$ cat src/rtl/hel_pkg.sv
// Package for the 3x3 hysteresis edge linking unit: sizes, codes, word types
// and the frame size clamp functions. No dependencies.
`timescale 1ns / 1ps

package hel_pkg;

    // Line store depth and the column counter width that follows from it
    localparam int MAX_WIDTH  = 2048;
    localparam int COL_W      = $clog2(MAX_WIDTH);

    // Fixed field widths
    localparam int OUT_COL_W  = 11;
    localparam int ROW_W      = 12;
    localparam int PIX_W      = 8;
    localparam int FRAME_W_W  = 12;
    localparam int FRAME_H_W  = 13;
    localparam int CFG_W      = 13;
    localparam int CFG_IDX_W  = 2;

    localparam int HEIGHT_LIMIT        = 4096;
    localparam int RESET_FRAME_WIDTH   = 640;
    localparam int RESET_FRAME_HEIGHT  = 480;

    localparam logic [PIX_W-1:0] WEAK_VALUE   = 8'd20;
    localparam logic [PIX_W-1:0] STRONG_VALUE = 8'd255;

    // Register indexes
    localparam logic [CFG_IDX_W-1:0] REG_FRAME_WIDTH  = 2'd0;
    localparam logic [CFG_IDX_W-1:0] REG_FRAME_HEIGHT = 2'd1;

    // Result queue; an input word is taken only while the queue leaves
    // room for two results in flight plus two from the new word.
    localparam int FIFO_DEPTH   = 8;
    localparam int FIFO_PTR_W   = $clog2(FIFO_DEPTH);
    localparam int FIFO_CNT_W   = $clog2(FIFO_DEPTH + 1);
    localparam int ACCEPT_LIMIT = FIFO_DEPTH - 4;

    // One pixel on its way from the counters to the window stage
    typedef struct packed {
        logic [COL_W-1:0] col;
        logic [ROW_W-1:0] row;
        logic [PIX_W-1:0] pixel;
        logic             interior;
        logic             border;
        logic             frame_end;
    } hel_item_t;

    // One output word
    typedef struct packed {
        logic [OUT_COL_W-1:0] col;
        logic [ROW_W-1:0]     row;
        logic [PIX_W-1:0]     pixel;
        logic                 last;
        logic                 done;
    } hel_result_t;

    // Zero, one or two results written into the queue in one cycle
    typedef struct packed {
        logic [1:0]  count;
        hel_result_t first;
        hel_result_t second;
    } hel_push_t;

    // One entry of the line store: both rows above at one column
    typedef struct packed {
        logic [PIX_W-1:0] two_above;
        logic [PIX_W-1:0] above;
    } hel_line_t;

    // Last column index for a programmed width (0 acts as 1, clamp at MAX_WIDTH)
    function automatic logic [COL_W-1:0] last_col_of(input logic [FRAME_W_W-1:0] w);
        if (w == '0)
            return '0;
        else if (int'(w) > MAX_WIDTH)
            return COL_W'(MAX_WIDTH - 1);
        else
            return COL_W'(w - 1'b1);
    endfunction

    // Last row index for a programmed height (0 acts as 1, clamp at 4096)
    function automatic logic [ROW_W-1:0] last_row_of(input logic [FRAME_H_W-1:0] h);
        if (h == '0)
            return '0;
        else if (int'(h) > HEIGHT_LIMIT)
            return ROW_W'(HEIGHT_LIMIT - 1);
        else
            return ROW_W'(h - 1'b1);
    endfunction

endpackage

$ cat src/rtl/hel_out_fifo.sv
// Result queue: takes up to two results a cycle, gives one word a cycle while popped.
// Uses hel_pkg.
`timescale 1ns / 1ps

module hel_out_fifo
    import hel_pkg::*;
(
    input  logic                  clk,
    input  logic                  rst_n,
    input  hel_push_t             push,
    input  logic                  pop,
    output hel_result_t           head,
    output logic [FIFO_CNT_W-1:0] count
);

    hel_result_t           mem_reg [FIFO_DEPTH];
    logic [FIFO_PTR_W-1:0] wr_ptr_reg, wr_ptr_next;
    logic [FIFO_PTR_W-1:0] rd_ptr_reg, rd_ptr_next;
    logic [FIFO_CNT_W-1:0] count_reg, count_next;
    logic [FIFO_PTR_W-1:0] wr_ptr_plus1;

    assign wr_ptr_plus1 = wr_ptr_reg + 1'b1;

    // Pointer and fill count update
    always_comb
    begin
        wr_ptr_next = wr_ptr_reg + FIFO_PTR_W'(push.count);
        rd_ptr_next = rd_ptr_reg + FIFO_PTR_W'(pop);
        count_next  = count_reg + FIFO_CNT_W'(push.count) - FIFO_CNT_W'(pop);
    end

    always_ff @(posedge clk or negedge rst_n)
    begin
        if (!rst_n)
        begin
            wr_ptr_reg <= '0;
            rd_ptr_reg <= '0;
            count_reg  <= '0;
        end
        else
        begin
            wr_ptr_reg <= wr_ptr_next;
            rd_ptr_reg <= rd_ptr_next;
            count_reg  <= count_next;
        end
    end

    // Storage
    always_ff @(posedge clk)
    begin
        if (push.count != 2'd0)
            mem_reg[wr_ptr_reg] <= push.first;
        if (push.count == 2'd2)
            mem_reg[wr_ptr_plus1] <= push.second;
    end

    assign head  = mem_reg[rd_ptr_reg];
    assign count = count_reg;

endmodule

$ cat config.mk
export PLATFORM = sky130hd
export DESIGN_NAME = hel_out_fifo
export DESIGN_NICKNAME = d
export VERILOG_FILES = /design/src/rtl/hel_pkg.sv /design/src/rtl/hel_out_fifo.sv
export SDC_FILE = /design/constraint.sdc
export NUM_CORES = 1
export LEC_CHECK = 0
export ABC_AREA = 1
export BUFFER_PORTS_ARGS = -buffer_cell sky130_fd_sc_hd__buf_4
export CAP_MARGIN = 30
export CORE_AREA = 3 3 222 224
export CTS_BUF_LIST = sky130_fd_sc_hd__clkbuf_8
export DETAILED_ROUTE_END_ITERATION = 8
export DIE_AREA = 0 0 225 227
export GPL_ROUTABILITY_DRIVEN = 0
export HOLD_SLACK_MARGIN = 0.1
export PLACE_DENSITY = 0.48
export SLEW_MARGIN = 20
export SYNTH_ARGS = -nofsm -noshare
export SYNTH_HDL_FRONTEND = slang
export SYNTH_SLANG_ARGS = --single-unit
$ cat constraint.sdc
create_clock -name clk -period 4.75 [get_ports clk]
set_input_delay 0.95 -clock clk [delete_from_list [all_inputs] [get_ports clk]]
set_output_delay 0.95 -clock clk [all_outputs]
set_load 0.02 [all_outputs]
==> flow_metrics.env <==
export IMPL_dp_cells=2720
export IMPL_total_power_uw=12700
export IMPL_worst_setup_path_start_kind="flip-flop"
export IMPL_period_minus_slack_ns=3.80
export IMPL_max_slew_margin_rel=0.345
export IMPL_hp_class="primary input to flip-flop"
export IMPL_grt_pass1_vias=14200
export IMPL_drtIter0Drc=1287
export IMPL_status="finished, final reports clean"
export IMPL_synth_top_area_cell="edfxtp_1"
export IMPL_start_util=0.350
export IMPL_synth_seq_cells=274
export IMPL_timing_fmax_mhz=263
export IMPL_syn_inst=2188
export IMPL_clock_skew_ns=0.0310
export IMPL_cts_max_level=2
export IMPL_critPathRequiredTime_ns=3.80
export IMPL_clock_root_buffer="clkbuf_8"
export IMPL_ys_warn_count=0
export IMPL_slew_viol_final=0
export IMPL_diodes=0
export IMPL_dieArea_um2=51100
export IMPL_port_buffers=107
export IMPL_hold_ws_ns=0.571
export IMPL_io_pins=108
export IMPL_cts_resized=0
export IMPL_die_w_um=225
export IMPL_clk_path_buf_depth=3
export IMPL_firstDrtPassIters=5
export IMPL_post_dp_hpwl_um=29500
export IMPL_p_leak_uw=0.00915
export IMPL_finalNonFillerCells=2818
export IMPL_r2r_cells=5
export IMPL_irDropWorstVdd_mv=0.524
export IMPL_clkSinkCount=274
export IMPL_ant_nets=0
export IMPL_grt_pass1_wl_um=86600
export IMPL_final_setup_viol_count=0
export IMPL_clock_latency_ns=0.64
export IMPL_num_vias=14700
export IMPL_grt_usage=0.222
export IMPL_area_delta_synth_final_pct=12.1
export IMPL_syn_cell_area_um2=16600
export IMPL_core_um2=47500
export IMPL_grt_start_max_net_pins=85
export IMPL_cts_tree="yes"
export IMPL_crit_arrival_ns=2.85
export IMPL_fin_crit_sh=0.801
export IMPL_rsz0062_at_grt="no"
export IMPL_tightest_slew_ns=0.979
export IMPL_fin_setup_tns_ns=0
export IMPL_hold_path_depth=2
export IMPL_powerDensity_nw_per_um2=682
export IMPL_cp_max_fo=68
export IMPL_ys_types=22
export IMPL_synth_top_area_share=0.477
export IMPL_syn_area_per_cell_um2=7.60
export IMPL_die_h_um=227
export IMPL_wl_um=57300
export IMPL_largest_register_ffs=264
export IMPL_nets=2246
export IMPL_cts_made_buffers=52
export IMPL_ys_seq_area_frac=0.492
export IMPL_drv_cap=0
export IMPL_cp_end_kind="output port"
export IMPL_wl_per_cell_um=20.3
export IMPL_path_class="flip-flop to output port"
export IMPL_hold_viol_final=0
export IMPL_clk_pin_slew_worst_paths_ns=0.06
export IMPL_synth_area_leaders="edfxtp_1, nand2_1, nand4_1"
export IMPL_drc=0
export IMPL_drive_gt1_frac=0.106
export IMPL_viasPerCell=5.22
export IMPL_syn_nets=2270
export IMPL_antenna_found_initial=2
export IMPL_num_rows=80
export IMPL_grt_remaining_overflow=0
-- layout make-up --
cell class / instances / area (µm²)
fill: 4840 / 28900
sequential: 274 / 8180
multi-input combinational: 1404 / 6430
timing repair buffer: 147 / 1240
inverter: 285 / 1080
clock buffer: 57 / 785
tap: 615 / 769
clock inverter: 36 / 144
-- path summary, 6_finish.rpt --
check | from | to | slack [ns]
min in group asynchronous | rst_n | wr_ptr_reg[0] | 0.67
worst min-delay path | pop | rd_ptr_reg[0] | 0.57
worst max register to register | wr_ptr_reg[0] | mem_reg[0][18] | 1.61
max in group asynchronous | rst_n | rd_ptr_reg[0] | 3.90
worst max-delay path | rd_ptr_reg[0] | head[5] | 0.95
worst min register to register | wr_ptr_reg[2] | wr_ptr_reg[2] | 0.58
-- cell families (layout without fill, tap and decap cells) --
group,count (synthesis),in the layout,synth area share
AND/OR/NAND/NOR,1379,1379,0.365
buffers and inverters,510,525,0.128
flip-flops,274,274,0.492
adder cells (fa/ha/maj),11,11,0.00918
AO/OA/AOI/OAI,9,9,0.00271
XOR/XNOR,5,5,0.00264
-- synth_stat cells --
cell type  count
nand3_1      133
nand2_1      970
nand2_2        2
buf_6          6
inv_2          1
a21oi_1        1
xor2_1         2
clkinv_1       1
xnor2_1        3
clkbuf_1      69
ha_1           9
buf_2         90
o21ai_0        8
nor2_4         2
buf_4         15
nand4_1      264
edfxtp_1     264
inv_1        283
fa_1           2
nand3_2        8
dfrtp_1       10
buf_1         45
-- cell usage in the layout (no fill, tap or decap) --
master / netlist / routed
nand2_4: 0 / 2
edfxtp_1: 264 / 264
dfrtp_1: 10 / 7
o21ai_4: 0 / 8
clkinv_1: 1 / 8
buf_4: 15 / 137
buf_16: 0 / 4
nand2_1: 970 / 970
clkbuf_8: 0 / 57
dfrtp_4: 0 / 1
clkinvlp_4: 0 / 2
nand4_1: 264 / 264
fa_1: 2 / 2
ha_1: 9 / 8
dlygate4sd3_1: 0 / 1
xnor2_1: 3 / 3
dfrtp_2: 0 / 2
nand3_1: 133 / 133
nand3_2: 8 / 8
nor2_4: 2 / 2
buf_8: 0 / 1
ha_4: 0 / 1
a21oi_1: 1 / 1
buf_12: 0 / 4
inv_1: 283 / 306
inv_2: 1 / 2
inv_4: 0 / 1
clkinv_2: 0 / 1
inv_6: 0 / 1
xor2_1: 2 / 2
-- routing by layer --
layer	part of all wire	global-route usage	vias up
li1	-	-	7017
met1	0.43	0.294	7034
met2	0.48	0.382	558
met3	0.065	0.0290	92
met4	0.023	0.0693	4
met5	0.00059	0	-
-- timing repair --
item,4_1_cts,5_1_grt
hold buffers,1,0
setup buffers,0,0
endpoints found under the hold margin,8,0
-- through the flow --
step,worst slack [ns],utilization,area [µm²]
floorplan,0.744,-,16600
finish,0.946,0.392,18600
global route,0.816,0.392,18600
global placement,1.47,0.368,17500
detailed placement,1.46,0.370,17600
CTS,0.922,0.390,18500
-- critical path: stages, from the launching register on --
cell and delay, ns:
dfrtp_4 0.64, inv_6 0.52, buf_16 0.35, nand2_1 0.10, nand3_1 0.08, nand2_1 0.06, nand2_1 0.06, nand2_1 0.14
buf_4 0.19
-- power by group --
group / switching [µW] / internal (µW)
Clock: 1070 / 1090
Combinational: 5100 / 1690
Sequential: 217 / 3550
Total: 6380 / 6330
(Power assumes the default switching activity.)
