--- config.mk ---
export PLATFORM = sky130hd
export DESIGN_NAME = hel_window
export DESIGN_NICKNAME = d
export VERILOG_FILES = /design/src/rtl/hel_pkg.sv /design/src/rtl/hel_window.sv
export SDC_FILE = /design/constraint.sdc
export NUM_CORES = 1
export LEC_CHECK = 0
export ABC_AREA = 0
export BUFFER_PORTS_ARGS = -buffer_cell sky130_fd_sc_hd__buf_2
export CAP_MARGIN = 25
export CORE_MARGIN = 2
export CORE_UTILIZATION = 40
export DETAILED_ROUTE_END_ITERATION = 6
export GPL_TIMING_DRIVEN = 0
export PLACE_DENSITY_LB_ADDON = 0.1
export SLEW_MARGIN = 20
export SYNTH_ARGS = -nofsm -noshare
export SYNTH_HDL_FRONTEND = slang
export SYNTH_SLANG_ARGS = --single-unit
export TNS_END_PERCENT = 10
--- constraint.sdc ---
create_clock -name clk -period 1.7 [get_ports clk]
set_input_delay 0.17 -clock clk [delete_from_list [all_inputs] [get_ports clk]]
set_output_delay 0.17 -clock clk [all_outputs]
set_load 0.05 [all_outputs]
--- src/rtl/hel_pkg.sv ---
// Package for the 3x3 hysteresis edge linking unit: sizes, codes, word types
// and the frame size clamp functions. No dependencies.
`timescale 1ns / 1ps

package hel_pkg;

    // Line store depth and the column counter width that follows from it
    localparam int MAX_WIDTH  = 2048;
    localparam int COL_W      = $clog2(MAX_WIDTH);

    // Fixed field widths
    localparam int OUT_COL_W  = 11;
    localparam int ROW_W      = 12;
    localparam int PIX_W      = 8;
    localparam int FRAME_W_W  = 12;
    localparam int FRAME_H_W  = 13;
    localparam int CFG_W      = 13;
    localparam int CFG_IDX_W  = 2;

    localparam int HEIGHT_LIMIT        = 4096;
    localparam int RESET_FRAME_WIDTH   = 640;
    localparam int RESET_FRAME_HEIGHT  = 480;

    localparam logic [PIX_W-1:0] WEAK_VALUE   = 8'd20;
    localparam logic [PIX_W-1:0] STRONG_VALUE = 8'd255;

    // Register indexes
    localparam logic [CFG_IDX_W-1:0] REG_FRAME_WIDTH  = 2'd0;
    localparam logic [CFG_IDX_W-1:0] REG_FRAME_HEIGHT = 2'd1;

    // Result queue; an input word is taken only while the queue leaves
    // room for two results in flight plus two from the new word.
    localparam int FIFO_DEPTH   = 8;
    localparam int FIFO_PTR_W   = $clog2(FIFO_DEPTH);
    localparam int FIFO_CNT_W   = $clog2(FIFO_DEPTH + 1);
    localparam int ACCEPT_LIMIT = FIFO_DEPTH - 4;

    // One pixel on its way from the counters to the window stage
    typedef struct packed {
        logic [COL_W-1:0] col;
        logic [ROW_W-1:0] row;
        logic [PIX_W-1:0] pixel;
        logic             interior;
        logic             border;
        logic             frame_end;
    } hel_item_t;

    // One output word
    typedef struct packed {
        logic [OUT_COL_W-1:0] col;
        logic [ROW_W-1:0]     row;
        logic [PIX_W-1:0]     pixel;
        logic                 last;
        logic                 done;
    } hel_result_t;

    // Zero, one or two results written into the queue in one cycle
    typedef struct packed {
        logic [1:0]  count;
        hel_result_t first;
        hel_result_t second;
    } hel_push_t;

    // One entry of the line store: both rows above at one column
    typedef struct packed {
        logic [PIX_W-1:0] two_above;
        logic [PIX_W-1:0] above;
    } hel_line_t;

    // Last column index for a programmed width (0 acts as 1, clamp at MAX_WIDTH)
    function automatic logic [COL_W-1:0] last_col_of(input logic [FRAME_W_W-1:0] w);
        if (w == '0)
            return '0;
        else if (int'(w) > MAX_WIDTH)
            return COL_W'(MAX_WIDTH - 1);
        else
            return COL_W'(w - 1'b1);
    endfunction

    // Last row index for a programmed height (0 acts as 1, clamp at 4096)
    function automatic logic [ROW_W-1:0] last_row_of(input logic [FRAME_H_W-1:0] h);
        if (h == '0)
            return '0;
        else if (int'(h) > HEIGHT_LIMIT)
            return ROW_W'(HEIGHT_LIMIT - 1);
        else
            return ROW_W'(h - 1'b1);
    endfunction

endpackage

--- src/rtl/hel_window.sv ---
// 3x3 window stage: holds the two previous columns, links weak pixels and
// forms the results of one pixel. Uses hel_pkg.
`timescale 1ns / 1ps

module hel_window
    import hel_pkg::*;
(
    input  logic      clk,
    input  logic      rst_n,
    input  logic      clear,
    input  logic      valid,
    input  hel_item_t item,
    input  hel_line_t line,
    output hel_push_t push,
    output hel_line_t wr_line
);

    // Columns c-2 (0..2) and c-1 (3..5) as top, middle, bottom
    logic [PIX_W-1:0] win_reg [6];
    logic             strong_near;
    logic [PIX_W-1:0] linked;
    hel_result_t      inner_res;
    hel_result_t      edge_res;

    // Any strong neighbor of the center pixel
    always_comb
    begin
        strong_near = (win_reg[0] == STRONG_VALUE) || (win_reg[1] == STRONG_VALUE) ||
                      (win_reg[2] == STRONG_VALUE) || (win_reg[3] == STRONG_VALUE) ||
                      (win_reg[5] == STRONG_VALUE) || (line.two_above == STRONG_VALUE) ||
                      (line.above == STRONG_VALUE) || (item.pixel == STRONG_VALUE);
        if (win_reg[4] == WEAK_VALUE)
            linked = strong_near ? STRONG_VALUE : '0;
        else
            linked = win_reg[4];
    end

    // Interior result first, border result second
    always_comb
    begin
        inner_res.col   = OUT_COL_W'(item.col - 1'b1);
        inner_res.row   = item.row - 1'b1;
        inner_res.pixel = linked;
        inner_res.last  = !item.border;
        inner_res.done  = 1'b0;

        edge_res.col    = OUT_COL_W'(item.col);
        edge_res.row    = item.row;
        edge_res.pixel  = item.pixel;
        edge_res.last   = 1'b1;
        edge_res.done   = item.frame_end;

        push.count  = valid ? ({1'b0, item.interior} + {1'b0, item.border}) : 2'd0;
        push.first  = item.interior ? inner_res : edge_res;
        push.second = edge_res;
    end

    // Line store update: middle row moves up, new pixel becomes the row above
    assign wr_line.two_above = line.above;
    assign wr_line.above     = item.pixel;

    // Window shift
    always_ff @(posedge clk or negedge rst_n)
    begin
        if (!rst_n)
        begin
            for (int i = 0; i < 6; i++)
                win_reg[i] <= '0;
        end
        else if (clear)
        begin
            for (int i = 0; i < 6; i++)
                win_reg[i] <= '0;
        end
        else if (valid)
        begin
            win_reg[0] <= win_reg[3];
            win_reg[1] <= win_reg[4];
            win_reg[2] <= win_reg[5];
            win_reg[3] <= line.two_above;
            win_reg[4] <= line.above;
            win_reg[5] <= item.pixel;
        end
    end

endmodule

==> out/qor.txt, run 1 <==
=====================================================================================================
Worst Tran Pin Value ...................................................................     836.8 ps
Antenna violation net count after detailed routing .....................................            0
Floorplan Core Area ....................................................................    7292 um^2
Buf/Inv on CP ..........................................................................            2
Power density relative to cell area .................................................... 728.6 nW/um^2
Sort of element at the end of the critical path ........................................   output pin
Number of global-route vias before repair ..............................................         2489
Share of cell area taken by muxes after synthesis ......................................       0.1618
Total Negative Setup Slacks ............................................................     -4712 ps
Most used flip-flop cell after synthesis ...............................................      dfrtp_1
Slowest stage cell, crit path ..........................................................        or4_4
Startpoint type of the worst setup path ................................................   input port
Area growth from synthesis to final layout .............................................       41.52%
Global router's overall resource usage .................................................       0.1948
Flip-flop count of the largest register after layout ...................................           48
Initial antenna violation count ........................................................            0
Share of synthesized cell area in and, or, nand and nor gates ..........................       0.1956
Die Width ..............................................................................     91.06 um
Max-slew headroom at the worst pin .....................................................       0.4421
Wirelength per Cell ....................................................................     14.60 um
Share of the clock period used by the worst path after layout ..........................        1.240
Number of different library cells in the post-synthesis netlist ........................           31
Net Count, Synth .......................................................................          373
Gp weighted congestion .................................................................       0.8601
Count of flip-flops with a built-in enable after synthesis .............................            0
Hold Path Sink ......................................................................... win_reg[16]$_DFFE_PN0P_
Die footprint ..........................................................................    8292 um^2
Count of buffers from port buffering ...................................................          134
Post-Syn Area ..........................................................................    3032 um^2
Type of the worst min-delay path .......................................................       in2reg
Final hold vios ........................................................................            0
Clock transition at path regs ..........................................................        90 ps
Cells along the critical path .......................................................... buf_2, or4_4, or3_4, nor4_4, xor2_4, buf_4
Level count of the clock H-tree ........................................................            2
Maximum number of pins on one net before global-route repair ...........................           26
# nets final ...........................................................................          520
Final Slew Violations ..................................................................            0
Final Util .............................................................................       0.5884
Largest family of logic cells by synthesized area ...................................... simple AND/OR/NAND/NOR gates
Max stage delay on crit path ...........................................................       540 ps
Category of the critical setup timing path .............................................       in2out
TritonCTS buffer count .................................................................            5
Reg-to-reg slack, setup ................................................................       850 ps
Fraction of layout cells with a size suffix above 1 ....................................       0.4914
Flip-flop and latch count after synthesis ..............................................           48
DP HPWL ................................................................................      6296 um
CP top delay family .................................................................... simple AND/OR/NAND/NOR gates
Status ................................................................................. finished with violations
Final critical-path setup slack ........................................................    -407.6 ps
CTS Root Cell ..........................................................................     clkbuf_8
Router iterations before antenna repair ................................................            4
Routed wire length .....................................................................      8219 um
Clock insertion delay at the later pin of the skew report ..............................       310 ps
Syn avg cell area ......................................................................   9.594 um^2
Y dimension of the die .................................................................     91.06 um
Initial DRC Count ......................................................................          117
IR Drop Worst-Case VDD .................................................................     526.5 uV
Post-synthesis share of cell area spent on full adders, half adders and majority gates .      0.01238
Failing checks ......................................................................... negative setup slack
Number of remaining DRC errors .........................................................            0
Worst r2r src .......................................................................... win_reg[0]$_DFFE_PN0P_
Rows ...................................................................................           31
Wire length of the first global-routing pass ...........................................     13080 um
Fraction of registers with async set or reset after synthesis ..........................        1.000
Clock net sink count ...................................................................           48
Synthesized instance count .............................................................          316
Initial standard-cell utilization of the core ..........................................       0.4158
Count of pins on the block boundary ....................................................          138
Parity-gate share of the synthesized area counting xor and xnor cells ..................      0.05778
FF-to-FF path depth ....................................................................            3
Vias per Instance ......................................................................        4.780
Setup Skew .............................................................................     9.253 ps
Highest Clock Rate .....................................................................   0.4745 GHz
Total stage count of the critical path .................................................            6
Endpoint of the most critical register-to-register path ................................ win_reg[24]$_DFFE_PN0P_
Final Critical Period ..................................................................      2108 ps
Worst EP required ......................................................................      1530 ps
Leakage dissipation ....................................................................     2.282 nW
Sequential area share after synthesis ..................................................       0.3962
CTS tree ...............................................................................         done
Number of failing setup endpoints in the final timing report ...........................           16
Final global-route overflow total ......................................................            0
Critical hold path startpoint ..........................................................      line[8]
Setup repair after global routing missed its margin ....................................         true
Number of stages on the worst hold path ................................................            3
Synthesis Warnings .....................................................................            0
Via Count ..............................................................................         2691
Highest fanout seen on the critical path ...............................................            4
Clock tree buffer depth ................................................................            2
Compound-cell area share of the yosys netlist ..........................................      0.02889
Final worst hold slack .................................................................     128.0 ps
Count of inserted antenna diode cells ..................................................            0
Worst EP arrival .......................................................................      1940 ps
Count of max-cap constraint violations .................................................            0
=====================================================================================================
-- kinds of logic (layout without fill, tap and decap cells) --
logic type / Yosys count / after routing
fa+ha+maj: 3 / 3
other cells: 1 / 1
buf+inv: 69 / 217
mux: 49 / 49
simple gates: 116 / 116
xor+xnor: 20 / 20
flops: 48 / 48
compound gates: 10 / 10
-- where the power goes --
group	switching [W]	internal, W	leakage [nW]	total [W]
Sequential	0.0000467	0.00119	0.649	0.00124
Combinational	0.000709	0.000349	1.58	0.00106
Clock	0.000394	0.000436	0.0541	0.000830
-- per-stage QoR --
step | area, um^2 | setup WS, ps | cells | total power, W
6_report | 4290 | -407.6 | 563 | 0.003126
5_1_grt | 4290 | -481.5 | 563 | 0.003265
4_1_cts | 4243 | -393.5 | 561 | 0.003134
3_5_place_dp | 3948 | -485.0 | 550 | 0.002273
3_3_place_gp | 3920 | -456.8 | 549 | 0.002258
2_1_floorplan | 3126 | -232.0 | 316 | 0.001969
-- cell usage in the layout (no fill, tap or decap), drive strengths merged, types with 3 or more instances in the layout --
master	synthesis	routed
mux2i	49	49
nor4	5	5
ha	3	3
xnor2	4	4
xor2	16	16
a211o	8	8
nand4	16	16
dfrtp	48	48
inv	6	6
nor2	63	63
nand2	6	6
or4	3	3
nor3	6	6
nor2b	7	7
clkbuf	8	14
buf	55	193
-- cells in the mapped netlist, types with 4 or more instances --
master    instances  area share
buf_4            49        0.12
xor2_1           16       0.046
xnor2_1           4       0.012
nand2_1           6      0.0074
nor3_1            5      0.0083
inv_1             6      0.0074
nand4_1          16       0.033
a211o_1           8       0.023
nor2_1           63       0.078
clkbuf_1          8      0.0099
nor2b_1           7       0.014
mux2i_1          49        0.16
dfrtp_1          48        0.40
buf_1             6      0.0074
-- timing repair --
item                                    4_1_cts  5_1_grt
resized for setup                            42       14
cloned                                        0        0
pin swaps                                    10        4
endpoints found under the hold margin        24        0
hold buffers                                  1        0
buffers inserted                              2        3
endpoints found under the setup margin       22       22
-- layout make-up --
| class | count | area, um^2 |
|---|---|---|
| timing repair buffer | 140 | 839.6 |
| clock inverter | 3 | 42.54 |
| buffer | 63 | 424.2 |
| inverter | 6 | 22.52 |
| multi-input combinational | 199 | 1568 |
| tap | 99 | 123.9 |
| fill | 690 | 3002 |
| sequential | 48 | 1201 |
| clock buffer | 5 | 68.82 |
-- per-layer routing --
metal	global-route usage	routed length (um)
met5	0	0
met4	0.04672	72
met1	0.2632	3681
met2	0.3198	3915
met3	0.04232	549
-- worst max-delay path by stage --
stage,startpoint,endpoint,slack [ps]
3_5_place_dp,win_reg[11]$_DFFE_PN0P_,push[42],-480
4_1_cts,win_reg[33]$_DFFE_PN0P_,push[39],-390
6_report,item[16],push[54],-410
2_1_floorplan,item[17],push[52],-230
3_3_place_gp,win_reg[11]$_DFFE_PN0P_,push[42],-460
5_1_grt,win_reg[24]$_DFFE_PN0P_,push[38],-480
-- worst min-delay path, cell delays in order --
cell and delay [ps]:
buf_2 90, mux2i_1 60, nor2_1 80
(Power assumes the default switching activity.)
==> inputs of run 2 (changes only) <==
Settings changed: CAP_MARGIN 25 to 20, GPL_TIMING_DRIVEN 0 to default.
==> run 2 against run 1 <==
  * The flow still finishes with violations (negative setup slack)
  * Die area is the same
  * Routed wire length is 4.1% lower
  * Register-to-register slack lost 40 ps
  * Sequential share of layout area is 1.4 points lower
  * Sequential power about the same
  * Clock skew decreased by 5.6 ps
  * Combinational power is 6% higher
  * First-iteration DRC count fell by 52%
  * Non-clock buffer count grew 11
  * Setup slack better by 2.9 ps
  * Critical path type is now reg2out
  * Largest power group unchanged
  * Highest routed layer unchanged
==> out/qor.txt, run 2 (synthesis results as in run 1) <==
============================================================================
Vias per Instance .............................................        4.693
Die Width .....................................................     91.06 um
Area growth from synthesis to final layout ....................       49.03%
Startpoint type of the worst setup path .......................    flip-flop
TritonCTS buffer count ........................................            5
Die footprint .................................................    8292 um^2
Number of remaining DRC errors ................................            0
Final Critical Period .........................................      2105 ps
Seq. cell area ................................................    1201 um^2
DP HPWL .......................................................      6150 um
Summed area of non-filler cells in the final layout ...........    4518 um^2
Maximum number of pins on one net before global-route repair ..           33
Number of global-route vias before repair .....................         2649
Leakage dissipation ...........................................     2.421 nW
Level count of the clock H-tree ...............................            2
Clock insertion delay at the later pin of the skew report .....       290 ps
Initial standard-cell utilization of the core .................       0.4158
Antenna violation net count after detailed routing ............            0
Total of fill cells in the finished design ....................          641
Global router's overall resource usage ........................       0.1925
Floorplan Core Area ...........................................    7292 um^2
Flip-flop count of the largest register after layout ..........           48
Initial antenna violation count ...............................            0
Category of the critical setup timing path ....................      reg2out
Rows ..........................................................           31
Clock transition at path regs .................................        80 ps
Final worst hold slack ........................................     132.4 ps
Router iterations before antenna repair .......................            5
FF-to-FF path depth ...........................................            3
Final global-route overflow total .............................            0
Number of failing setup endpoints in the final timing report ..           14
Sort of element at the end of the critical path ...............   output pin
Initial DRC Count .............................................           56
Worst EP required .............................................      1530 ps
Final critical-path setup slack ...............................    -404.7 ps
Highest fanout seen on the critical path ......................            2
Wirelength per Cell ...........................................     13.74 um
Fraction of layout cells with a size suffix above 1 ...........       0.5389
Count of buffers from port buffering ..........................          136
Highest Clock Rate ............................................   0.4751 GHz
Type of the worst min-delay path ..............................       in2reg
Status ........................................................ finished with violations
Failing checks ................................................ negative setup slack
Total Negative Setup Slacks ...................................     -3950 ps
Slowest stage cell, crit path .................................      dfrtp_1
Clock net sink count ..........................................           48
Cells along the critical path ................................. nor4b_2, nand2_1, buf_6, and3_1, a211o_1, buf_6
Most common cell after layout, fill and taps aside ............        buf_2
Count of pins on the block boundary ...........................          138
Count of inserted antenna diode cells .........................            0
Area of the multi-input gates .................................    1617 um^2
Via Count .....................................................         2694
Final hold vios ...............................................            0
# nets final ..................................................          531
CTS Root Cell .................................................     clkbuf_8
Worst EP arrival ..............................................      1930 ps
Setup repair after global routing missed its margin ...........         true
Clock tree buffer depth .......................................            2
Gp weighted congestion ........................................       0.7807
IR Drop Worst-Case VDD ........................................     546.7 uV
Commonest non-fill, non-tap cells in the layout ............... buf_2 (114), buf_4 (78), nor2_1 (58)
Final Slew Violations .........................................            0
Routed wire length ............................................      7886 um
Setup Skew ....................................................     3.683 ps
Post-DP Area ..................................................    4145 um^2
CTS tree ......................................................         done
Number of stages on the worst hold path .......................            3
Worst path most repeated cell .................................        buf_6
Power density relative to cell area ........................... 670.7 nW/um^2
Max stage delay on crit path ..................................       410 ps
Count of max-cap constraint violations ........................            0
Y dimension of the die ........................................     91.06 um
Wire length of the first global-routing pass ..................     12970 um
Share of the clock period used by the worst path after layout .        1.238
============================================================================
[run 2: area by class of cell]
type	count	share of cell area
well taps	99	0.02742
multi-input cells	199	0.3578
inverters	6	0.004985
repair buffers	214	0.3240
clock buffers	8	0.01994
flip-flops and latches	48	0.2659
[run 2: metrics by stage]
stage / setup WS [ps] / util / instances / power (W)
after CTS: -377.9 / 0.6091 / 574 / 0.003043
after detailed placement: -485.8 / 0.5685 / 564 / 0.002314
after floorplan: -232.0 / - / 316 / 0.001969
after global routing: -479.9 / 0.6196 / 574 / 0.003190
final: -404.7 / 0.6196 / 574 / 0.003030
after global placement: -427.4 / 0.5685 / 564 / 0.002307
[run 2: routing by layer]
metal	global-route usage	vias to the layer above	part of all wire	routed length, um
met4	0.02652	0	0.0053	42
met2	0.3340	90	0.49	3894
met5	0	-	0	0
li1	-	1332	-	-
met1	0.2565	1266	0.45	3519
met3	0.03651	6	0.055	430
[run 2: report_power, final]
group,switching [W],internal [W],total (W)
clock network,0.000352,0.000332,0.000684
registers,0.0000302,0.00119,0.00122
logic,0.000731,0.000394,0.00112
total,0.00111,0.00192,0.00303
[run 2: worst max-delay path, delay by kind of cell (launching register included)]
kind / cells / cell delay [ps]
flip-flops: 1 / 410
AO/OA/AOI/OAI: 1 / 280
AND/OR/NAND/NOR: 3 / 650
buffers and inverters: 2 / 300
[run 2: timing repair]
item / CTS / global route
setup buffers: 1 / 1
gates resized for setup: 45 / 23
hold endpoints to repair: 16 / 0
hold buffers: 1 / 0
pin swaps: 10 / 8
setup endpoints to repair: 22 / 22
[run 2: worst paths after layout]
check                                   startpoint                      end  slack [ps]
max                        win_reg[15]$_DFFE_PN0P_                 push[37]        -400
min                                        line[8]  win_reg[16]$_DFFE_PN0P_         130
max reg2reg                win_reg[15]$_DFFE_PN0P_  win_reg[15]$_DFFE_PN0P_         810
min reg2reg                win_reg[26]$_DFFE_PN0P_  win_reg[26]$_DFFE_PN0P_         530
max in group asynchronous                    rst_n  win_reg[23]$_DFFE_PN0P_         860
min in group asynchronous                    rst_n  win_reg[28]$_DFFE_PN0P_         330
==> inputs of run 3 (changes only) <==
Settings changed: RECOVER_POWER from default to 25.
==> run 3 against run 2 <==
  * The run still ends with negative setup slack left
  * Flip-flop and latch count unchanged
  * Via count about the same
  * Setup slack worse by 4.0 ps
  * Global-route usage is the same
  * Fmax decreased by 0.19%
  * Critical path type unchanged
  * Largest cell class unchanged
  * Highest routed layer unchanged
==> out/qor.txt, run 3 (synthesis results as in run 1) <==
===================================================================================
Leakage dissipation ..................................................     2.352 nW
Die footprint ........................................................    8292 um^2
# nets final .........................................................          531
Worst EP required ....................................................      1530 ps
Global router's overall resource usage ...............................       0.1925
Number of failing setup endpoints in the final timing report .........           14
Final global-route overflow total ....................................            0
Setup Skew ...........................................................     3.586 ps
Type of the worst min-delay path .....................................       in2reg
Y dimension of the die ...............................................     91.06 um
Count of placed standard cells in the final layout, fillers left out .          574
Startpoint type of the worst setup path ..............................    flip-flop
Number of remaining DRC errors .......................................            0
Power density relative to cell area .................................. 673.6 nW/um^2
Die Width ............................................................     91.06 um
TritonCTS buffer count ...............................................            5
Routed wire length ...................................................      7933 um
Initial DRC Count ....................................................           64
Count of buffers from port buffering .................................          136
Setup repair after global routing missed its margin ..................         true
Worst Tran Pin Value .................................................     984.1 ps
Clock transition at path regs ........................................        80 ps
Highest fanout seen on the critical path .............................            2
CTS Root Cell ........................................................     clkbuf_8
Clock tree buffer depth ..............................................            2
Floorplan Core Area ..................................................    7292 um^2
Sort of element at the end of the critical path ......................   output pin
Initial antenna violation count ......................................            0
Vias per Instance ....................................................        4.695
Wire length of the first global-routing pass .........................     12970 um
Final worst hold slack ...............................................     133.0 ps
Summed area of non-filler cells in the final layout ..................    4487 um^2
Final Critical Period ................................................      2109 ps
Failing checks ....................................................... negative setup slack
IR Drop Worst-Case VDD ...............................................     545.3 uV
Antenna violation net count after detailed routing ...................            0
Flip-flop count of the largest register after layout .................           48
Final critical-path setup slack ......................................    -408.7 ps
Max-slew headroom at the worst pin ...................................       0.3439
CTS tree .............................................................         done
Rows .................................................................           31
Commonest non-fill, non-tap cells in the layout ...................... buf_2 (89), buf_4 (78), nor2_1 (58)
Category of the critical setup timing path ...........................      reg2out
FF-to-FF path depth ..................................................            3
Final Slew Violations ................................................            0
Count of pins on the block boundary ..................................          138
Share of the clock period used by the worst path after layout ........        1.240
Maximum number of pins on one net before global-route repair .........           33
Via Count ............................................................         2695
Count of max-cap constraint violations ...............................            0
Count of inserted antenna diode cells ................................            0
Level count of the clock H-tree ......................................            2
DP HPWL ..............................................................      6150 um
Router iterations before antenna repair ..............................            4
Most common cell after layout, fill and taps aside ...................        buf_2
Wirelength per Cell ..................................................     13.82 um
Clock insertion delay at the later pin of the skew report ............       290 ps
Final hold vios ......................................................            0
Status ............................................................... finished with violations
Initial standard-cell utilization of the core ........................       0.4158
Post-DP Area .........................................................    4145 um^2
Number of global-route vias before repair ............................         2649
Number of cells in the design after placement ........................          564
Clock net sink count .................................................           48
Number of stages on the worst hold path ..............................            3
Area growth from synthesis to final layout ...........................       48.00%
Worst EP arrival .....................................................      1940 ps
Fraction of layout cells with a size suffix above 1 ..................       0.4863
Highest Clock Rate ...................................................   0.4742 GHz
Gp weighted congestion ...............................................       0.7807
===================================================================================
-- run 3: cell types whose count changed in the layout (fill, tap and decap cells not counted), sizes merged --
cell	change
buf	-25
clkbuf	+25
-- run 3: what timing repair did --
| action | in CTS | in global routing |
|---|---|---|
| setup endpoints to repair | 22 | 22 |
| hold buffers | 1 | 0 |
| pin swaps | 10 | 8 |
| cloned | 0 | 0 |
| hold endpoints to repair | 16 | 0 |
| setup buffers | 1 | 1 |
| gates resized for setup | 45 | 23 |
-- run 3: worst paths after layout --
check / slack [ps] / end / startpoint
max: -410 / push[37] / win_reg[15]$_DFFE_PN0P_
min: 130 / win_reg[16]$_DFFE_PN0P_ / line[8]
max reg2reg: 810 / win_reg[15]$_DFFE_PN0P_ / win_reg[15]$_DFFE_PN0P_
min reg2reg: 530 / win_reg[26]$_DFFE_PN0P_ / win_reg[26]$_DFFE_PN0P_
max in group asynchronous: 460 / win_reg[23]$_DFFE_PN0P_ / rst_n
min in group asynchronous: 550 / win_reg[28]$_DFFE_PN0P_ / rst_n
-- run 3: cell type report --
type                       count  area, um^2
fill                         660        2805
multi-input combinational    199        1617
timing repair buffer         214        1433
sequential                    48        1201
tap                           99       123.9
clock buffer                   8       90.09
inverter                       6       22.52
-- run 3: metrics by stage --
step,power [W],util,worst slack (ps),TNS (ps)
finish,0.003022,0.6153,-408.7,-3983
global route,0.003183,0.6153,-479.9,-5151
CTS,0.003043,0.6091,-377.9,-3918
detailed placement,0.002314,0.5685,-485.8,-6238
global placement,0.002307,0.5685,-427.4,-5697
floorplan,0.001969,-,-232.0,-3065
-- run 3: layer usage --
| layer | track usage | vias to the layer above | share of wire |
|---|---|---|---|
| met4 | 0.02652 | 0 | 0.0045 |
| li1 | - | 1330 | - |
| met5 | 0 | - | 0 |
| met1 | 0.2565 | 1267 | 0.45 |
| met2 | 0.3340 | 94 | 0.49 |
| met3 | 0.03651 | 4 | 0.055 |
-- run 3: power breakdown --
part           internal, W  switching, W  total (W)  leakage, nW
Combinational     0.000385      0.000732    0.00112         1.66
Clock             0.000332      0.000351   0.000683       0.0455
Sequential         0.00119     0.0000302    0.00122        0.649
Total              0.00191       0.00111    0.00302         2.35
-- run 3: worst max-delay path: stages (launching register included) --
cell,delay (ps)
dfrtp_1,410
nor4b_2,320
nand2_1,160
buf_6,150
and3_1,180
a211o_1,280
buf_6,150
